## src/rtl/core/osm_pkg.sv

```systemverilog
package osm_pkg;

    localparam int DISTINCT_CAPACITY = 256;
    localparam int MAX_TOTAL         = 65536;

    localparam int KEY_W  = 32;
    localparam int CNT_W  = 17;
    localparam int ADDR_W = $clog2(DISTINCT_CAPACITY);
    localparam int USED_W = $clog2(DISTINCT_CAPACITY + 1);

    localparam logic [USED_W-1:0] CAP_FULL  = USED_W'(DISTINCT_CAPACITY);
    localparam logic [CNT_W-1:0]  TOTAL_MAX = CNT_W'(MAX_TOTAL);

    typedef enum logic [1:0] {
        OP_INSERT = 2'd0,
        OP_RANK   = 2'd1,
        OP_SELECT = 2'd2,
        OP_NONE   = 2'd3
    } op_t;

    typedef enum logic [1:0] {
        ST_OK        = 2'd0,
        ST_FULL      = 2'd1,
        ST_RANGE     = 2'd2,
        ST_SATURATED = 2'd3
    } status_t;

    // Access to the key/count table: one write and one read per cycle.
    typedef struct packed {
        logic              we;
        logic [ADDR_W-1:0] waddr;
        logic [KEY_W-1:0]  wkey;
        logic [CNT_W-1:0]  wcnt;
        logic [ADDR_W-1:0] raddr;
    } tbl_req_t;

    typedef struct packed {
        logic [KEY_W-1:0] rkey;
        logic [CNT_W-1:0] rcnt;
    } tbl_rsp_t;

endpackage

```

## src/rtl/core/osm_seq.sv

```systemverilog
module osm_seq (
    input  logic                       aclk,
    input  logic                       aresetn,
    input  logic                       in_valid,
    output logic                       in_ready,
    input  osm_pkg::op_t               in_op,
    input  logic [osm_pkg::KEY_W-1:0]  in_key,
    input  logic [osm_pkg::CNT_W-1:0]  in_rank,
    output logic                       out_valid,
    input  logic                       out_ready,
    output logic [osm_pkg::CNT_W-1:0]  out_cnt,
    output logic [osm_pkg::KEY_W-1:0]  out_key,
    output osm_pkg::status_t           out_status,
    output osm_pkg::tbl_req_t          tbl_req,
    input  osm_pkg::tbl_rsp_t          tbl_rsp
);

    typedef enum logic [5:0] {
        S_IDLE     = 6'b000001,
        S_SCAN_RD  = 6'b000010,
        S_SCAN_EV  = 6'b000100,
        S_SHIFT_RD = 6'b001000,
        S_SHIFT_WR = 6'b010000,
        S_DONE     = 6'b100000
    } state_t;

    state_t                         state_reg, state_next;
    osm_pkg::op_t                   op_reg, op_next;
    logic [osm_pkg::KEY_W-1:0]      key_reg, key_next;
    logic [osm_pkg::CNT_W-1:0]      want_reg, want_next;
    logic [osm_pkg::USED_W-1:0]     idx_reg, idx_next;
    logic [osm_pkg::USED_W-1:0]     pos_reg, pos_next;
    logic [osm_pkg::CNT_W-1:0]      acc_reg, acc_next;
    logic [osm_pkg::USED_W-1:0]     used_reg, used_next;
    logic [osm_pkg::CNT_W-1:0]      total_reg, total_next;
    logic [osm_pkg::CNT_W-1:0]      res_cnt_reg, res_cnt_next;
    logic [osm_pkg::KEY_W-1:0]      res_key_reg, res_key_next;
    osm_pkg::status_t               res_st_reg, res_st_next;
    logic                           ov_reg, ov_next;
    logic [osm_pkg::CNT_W-1:0]      oc_reg, oc_next;
    logic [osm_pkg::KEY_W-1:0]      ok_reg, ok_next;
    osm_pkg::status_t               os_reg, os_next;
    logic [osm_pkg::CNT_W-1:0]      acc_sum;
    logic [osm_pkg::USED_W-1:0]     idx_dec;

    assign in_ready   = (state_reg == S_IDLE);
    assign out_valid  = ov_reg;
    assign out_cnt    = oc_reg;
    assign out_key    = ok_reg;
    assign out_status = os_reg;
    assign acc_sum    = acc_reg + tbl_rsp.rcnt;
    assign idx_dec    = idx_reg - osm_pkg::USED_W'(1);

    always_comb begin
        state_next   = state_reg;
        op_next      = op_reg;
        key_next     = key_reg;
        want_next    = want_reg;
        idx_next     = idx_reg;
        pos_next     = pos_reg;
        acc_next     = acc_reg;
        used_next    = used_reg;
        total_next   = total_reg;
        res_cnt_next = res_cnt_reg;
        res_key_next = res_key_reg;
        res_st_next  = res_st_reg;
        ov_next      = ov_reg && !out_ready;
        oc_next      = oc_reg;
        ok_next      = ok_reg;
        os_next      = os_reg;
        tbl_req      = '0;
        tbl_req.raddr = idx_reg[osm_pkg::ADDR_W-1:0];

        case (state_reg)
            S_IDLE: begin
                if (in_valid) begin
                    op_next      = in_op;
                    key_next     = in_key;
                    want_next    = in_rank;
                    idx_next     = '0;
                    acc_next     = '0;
                    res_cnt_next = '0;
                    res_key_next = '0;
                    res_st_next  = osm_pkg::ST_OK;
                    state_next   = S_SCAN_RD;
                    case (in_op)
                        osm_pkg::OP_INSERT: begin
                            if (total_reg >= osm_pkg::TOTAL_MAX) begin
                                res_st_next = osm_pkg::ST_SATURATED;
                                state_next  = S_DONE;
                            end
                        end
                        osm_pkg::OP_SELECT: begin
                            if (in_rank == '0 || in_rank > total_reg) begin
                                res_st_next = osm_pkg::ST_RANGE;
                                state_next  = S_DONE;
                            end
                        end
                        osm_pkg::OP_RANK: ;
                        default: state_next = S_DONE;
                    endcase
                end
            end
            S_SCAN_RD: begin
                if (idx_reg == used_reg) begin
                    state_next = S_DONE;
                    case (op_reg)
                        osm_pkg::OP_INSERT: begin
                            if (used_reg == osm_pkg::CAP_FULL) begin
                                res_st_next = osm_pkg::ST_FULL;
                            end else begin
                                pos_next   = idx_reg;
                                state_next = S_SHIFT_RD;
                            end
                        end
                        osm_pkg::OP_RANK: res_cnt_next = acc_reg;
                        default: res_st_next = osm_pkg::ST_RANGE;
                    endcase
                end else begin
                    state_next = S_SCAN_EV;
                end
            end
            S_SCAN_EV: begin
                idx_next   = idx_reg + osm_pkg::USED_W'(1);
                state_next = S_SCAN_RD;
                case (op_reg)
                    osm_pkg::OP_INSERT: begin
                        if ($signed(key_reg) <= $signed(tbl_rsp.rkey)) begin
                            idx_next   = idx_reg;
                            state_next = S_DONE;
                            if (key_reg == tbl_rsp.rkey) begin
                                tbl_req.we    = 1'b1;
                                tbl_req.waddr = idx_reg[osm_pkg::ADDR_W-1:0];
                                tbl_req.wkey  = tbl_rsp.rkey;
                                tbl_req.wcnt  = tbl_rsp.rcnt + osm_pkg::CNT_W'(1);
                                total_next    = total_reg + osm_pkg::CNT_W'(1);
                            end else if (used_reg == osm_pkg::CAP_FULL) begin
                                res_st_next = osm_pkg::ST_FULL;
                            end else begin
                                pos_next   = idx_reg;
                                idx_next   = used_reg;
                                state_next = S_SHIFT_RD;
                            end
                        end
                    end
                    osm_pkg::OP_RANK: begin
                        if ($signed(tbl_rsp.rkey) <= $signed(key_reg)) begin
                            acc_next = acc_sum;
                        end else begin
                            res_cnt_next = acc_reg;
                            state_next   = S_DONE;
                        end
                    end
                    default: begin
                        acc_next = acc_sum;
                        if (acc_sum >= want_reg) begin
                            res_key_next = tbl_rsp.rkey;
                            state_next   = S_DONE;
                        end
                    end
                endcase
            end
            S_SHIFT_RD: begin
                // move entries up one slot, top first, then drop the new key in
                if (idx_reg == pos_reg) begin
                    tbl_req.we    = 1'b1;
                    tbl_req.waddr = pos_reg[osm_pkg::ADDR_W-1:0];
                    tbl_req.wkey  = key_reg;
                    tbl_req.wcnt  = osm_pkg::CNT_W'(1);
                    used_next     = used_reg + osm_pkg::USED_W'(1);
                    total_next    = total_reg + osm_pkg::CNT_W'(1);
                    state_next    = S_DONE;
                end else begin
                    tbl_req.raddr = idx_dec[osm_pkg::ADDR_W-1:0];
                    state_next    = S_SHIFT_WR;
                end
            end
            S_SHIFT_WR: begin
                tbl_req.we    = 1'b1;
                tbl_req.waddr = idx_reg[osm_pkg::ADDR_W-1:0];
                tbl_req.wkey  = tbl_rsp.rkey;
                tbl_req.wcnt  = tbl_rsp.rcnt;
                idx_next      = idx_dec;
                state_next    = S_SHIFT_RD;
            end
            S_DONE: begin
                if (!ov_reg || out_ready) begin
                    ov_next    = 1'b1;
                    oc_next    = res_cnt_reg;
                    ok_next    = res_key_reg;
                    os_next    = res_st_reg;
                    state_next = S_IDLE;
                end
            end
            default: state_next = S_IDLE;
        endcase
    end

    always_ff @(posedge aclk) begin
        if (!aresetn) begin
            state_reg <= S_IDLE;
            used_reg  <= '0;
            total_reg <= '0;
            ov_reg    <= 1'b0;
        end else begin
            state_reg <= state_next;
            used_reg  <= used_next;
            total_reg <= total_next;
            ov_reg    <= ov_next;
        end
        op_reg      <= op_next;
        key_reg     <= key_next;
        want_reg    <= want_next;
        idx_reg     <= idx_next;
        pos_reg     <= pos_next;
        acc_reg     <= acc_next;
        res_cnt_reg <= res_cnt_next;
        res_key_reg <= res_key_next;
        res_st_reg  <= res_st_next;
        oc_reg      <= oc_next;
        ok_reg      <= ok_next;
        os_reg      <= os_next;
    end

endmodule

```

## config.mk

```make
export PLATFORM = sky130hd
export DESIGN_NAME = osm_seq
export DESIGN_NICKNAME = d
export VERILOG_FILES = /design/src/rtl/core/osm_pkg.sv /design/src/rtl/core/osm_seq.sv
export SDC_FILE = /design/constraint.sdc
export NUM_CORES = 1
export LEC_CHECK = 0
export BUFFER_PORTS_ARGS = -buffer_cell sky130_fd_sc_hd__buf_2
export CORE_MARGIN = 4
export CORE_UTILIZATION = 35
export CTS_BUF_LIST = sky130_fd_sc_hd__clkbuf_8 sky130_fd_sc_hd__clkbuf_16
export DETAILED_ROUTE_END_ITERATION = 8
export HOLD_SLACK_MARGIN = 0.08
export MAX_ROUTING_LAYER = met4
export PLACE_DENSITY = 0.53
export SYNTH_ARGS = -nofsm -noshare
export SYNTH_HDL_FRONTEND = slang
export SYNTH_SLANG_ARGS = --single-unit
```

## constraint.sdc

```tcl
create_clock -name aclk -period 6.7 [get_ports aclk]
set_input_delay 1.005 -clock aclk [delete_from_list [all_inputs] [get_ports aclk]]
set_output_delay 1.005 -clock aclk [all_outputs]
set_load 0.03 [all_outputs]
```

==> impl_metrics.toml <==
[yosys]
synth_nets = 1275
syn_inst = 1081
synth_edf_count = 188
synth_area_um2 = 12000
synthSimpleGateAreaFrac = 0.157
synth_ff_type = "edfxtp_1"
synth_top_family_by_area = "simple AND/OR/NAND/NOR gates"
ys_ff_latch = 221
synth.area.mux_share = 0.0100
synth_fa_ha_area_frac = 0.0947
ys.warnings.count = 0
synth-compound-area-share = 0.117
synth.avg_cell_area_um2 = 11.1
ys_seq_area_frac = 0.527
yosysUniqueCellTypes = 64
synth-xor-area-share = 0.0527
async_reset_ff_frac = 0

[worst_setup_path]
slowest_stage = "nand2_2"
crit_family = "simple AND/OR/NAND/NOR gates"
cp_common_cell = "buf_2"
cp_max_fo = 41
crit_type = "in2out"
worstPathRequired_ns = 5.69
cp-start-kind = "input port"
cp_cell_sequence = "buf_2, ha_1, nand4_1, nor4_1, nand4_2, nand2_2, a22o_1, buf_2"
ff2ff_setup_slack_ns = 2.12
critPathBufInv = 2
arrival_ns = 4.10
worstSetupEndpointType = "primary output"
slowest_delay_ns = 0.85

[grt]
overflow = 0
use_met3 = 0.0284
busiest_layer = "met2"
use_met2 = 0.251
grtUsageMet1 = 0.230
antenna_found_initial = 3
track_usage = 0.165
grt_pass1_vias = 8378
grt_pass1_wl_um = 47300
grt_max_degree = 58

[clocking]
clock_sinks = 221
cts_inserted_buffers = 26
cts_resized = 0
h-tree-depth = 1
clock-root-buffer = "clkbuf_16"
cts.path.max_buffers = 3
hold_buffers = 0
clock_latency_ns = 0.53
cts_tree = "built"
cts.clk_slew.worst_paths_ns = 0.05
cts_setup_buffers = 0

[timing]
fin_setup_tns_ns = 0
rsz0062_at_grt = "false"
final_hold_viol_count = 0
worst_slew_pin_slew_ns = 1.18
fin_crit_ns = 5.11
fmax_mhz = 196
slew_headroom = 0.213
final-setup-viol-count = 0
slew_viol_final = 0
fin_crit_sh = 0.762
finClkSkew_ns = 0.0147

[placed_design]
io_buffers = 222
routabilityCongestion = 0.879
hpwlAfterDp_um = 23500

[layout]
final_nets = 1489
drive_above_1_share = 0.225
n_fill_cell = 3250
area_growth_pct = 21.7
final_util = 0.433
final_common_cell = "buf_2"
final_cell_mix = "buf_2, edfxtp_1, ha_1, inv_1, nand2_1"

[die]
rows = 67
die_y_um = 193
dieArea_um2 = 37200
start_util = 0.356
ios = 223
core_area_um2 = 33600
die_w_um = 193

[route]
ant_nets = 0
vias_per_cell = 4.95
wl_per_cell_um = 17.8
wirelength_um = 31400
drc = 0
vias = 8742
drt_iter0_markers = 365
drt-pass1-iter-count = 4

[status]
outcome = "finished, final reports clean"

[power_and_ir_drop]
power.leakage_nw = 5.94
vdd_drop_max_mv = 0.157
powerDensity_nw_per_um2 = 330

[run]
cap_violations = 0

[hold_path]
hold_path.class = "reg2reg"
[worst reg2reg max path, cell delays in order, from the launching register on]
cell and delay [ns]:
edfxtp_1 0.41, ha_1 0.36, a2111oi_0 0.43, o21ai_1 0.19
a31o_1 0.27, a311o_1 0.27, and2_1 0.19, o21a_1 0.17
nor2_1 0.18, xnor2_1 0.11, ha_1 0.29, o21a_1 0.11
o21a_1 0.10, o21ai_0 0.09, nor4_1 0.38, nor3_1 0.14
nor3_2 0.14, buf_4 0.41
[synth_stat cells (5+ instances only)]
cell type	number	area [um^2]
edfxtp_1	188	5650
ha_1	89	1110
inv_1	83	312
nand2_1	78	293
and2_1	62	388
o21ai_0	58	290
xnor2_1	58	508
nor2_1	49	184
a22o_1	40	350
a21oi_1	36	180
dfxtp_1	33	661
clkbuf_1	32	120
nor2b_1	26	163
nand3_1	24	120
nand4_1	24	150
nor3_1	18	90.1
nor4_1	14	87.6
xor2_1	14	123
mux2i_1	12	120
and3_1	11	68.8
or3_1	10	62.6
o22ai_1	9	56.3
buf_2	7	35.0
nand2b_1	7	43.8
a21o_1	6	45.0
a31oi_1	6	37.5
o21a_1	6	45.0
o21ai_1	6	30.0
a211oi_1	5	37.5
o211ai_1	5	37.5
o31ai_1	5	37.5
[final cells by class]
class	instances	area, um^2	area share
sequential	221	6310	0.433
multi-input combinational	731	5190	0.356
timing repair buffer	231	1180	0.0809
clock buffer	34	806	0.0553
tap	448	561	0.0385
inverter	84	315	0.0216
clock inverter	14	204	0.0140
antenna	3	7.51	0.000515
[metrics by stage]
stage	instances	hold slack [ns]	total power, mW	instance area [um^2]	setup WS, ns
2_1_floorplan	1081	0.400	2.84	12000	0.0970
3_3_place_gp	1715	0.401	3.22	13600	1.44
3_5_place_dp	1715	0.405	3.23	13600	1.33
4_1_cts	1763	0.419	4.86	14600	1.53
5_1_grt	1766	0.424	5.10	14600	1.36
6_report	1766	0.417	4.80	14600	1.59
[layer usage]
layer | wire length [um] | share of wire
met1 | 14600 | 0.46
met2 | 14300 | 0.45
met4 | 749 | 0.024
met5 | 0 | 0
met3 | 1850 | 0.059
[cells by family after synthesis]
| logic type | Yosys count |
|---|---|
| AO/OA/AOI/OAI | 211 |
| XOR/XNOR | 72 |
| adder cells (fa/ha/maj) | 90 |
| buffers and inverters | 129 |
| flip-flops | 221 |
| multiplexers | 12 |
| AND/OR/NAND/NOR | 346 |
[power by group]
| group | leakage (nW) | switching [mW] | total (mW) | internal, mW |
|---|---|---|---|---|
| Combinational | 3.36 | 0.725 | 1.17 | 0.450 |
| Clock | 0.505 | 0.570 | 1.61 | 1.04 |
| Sequential | 2.08 | 0.164 | 2.02 | 1.86 |
[path summary, 6_finish.rpt]
path | start | end | depth (start not counted)
worst max register to register | acc_reg[6] | res_key_reg[5] | 17
worst min register to register | res_key_reg[3] | out_key[3] | 0
worst min-delay path | res_key_reg[3] | out_key[3] | 0
worst max-delay path | tbl_rsp[40] | tbl_req[61] | 8
No activity file was read; power rests on OpenSTA's default activity.
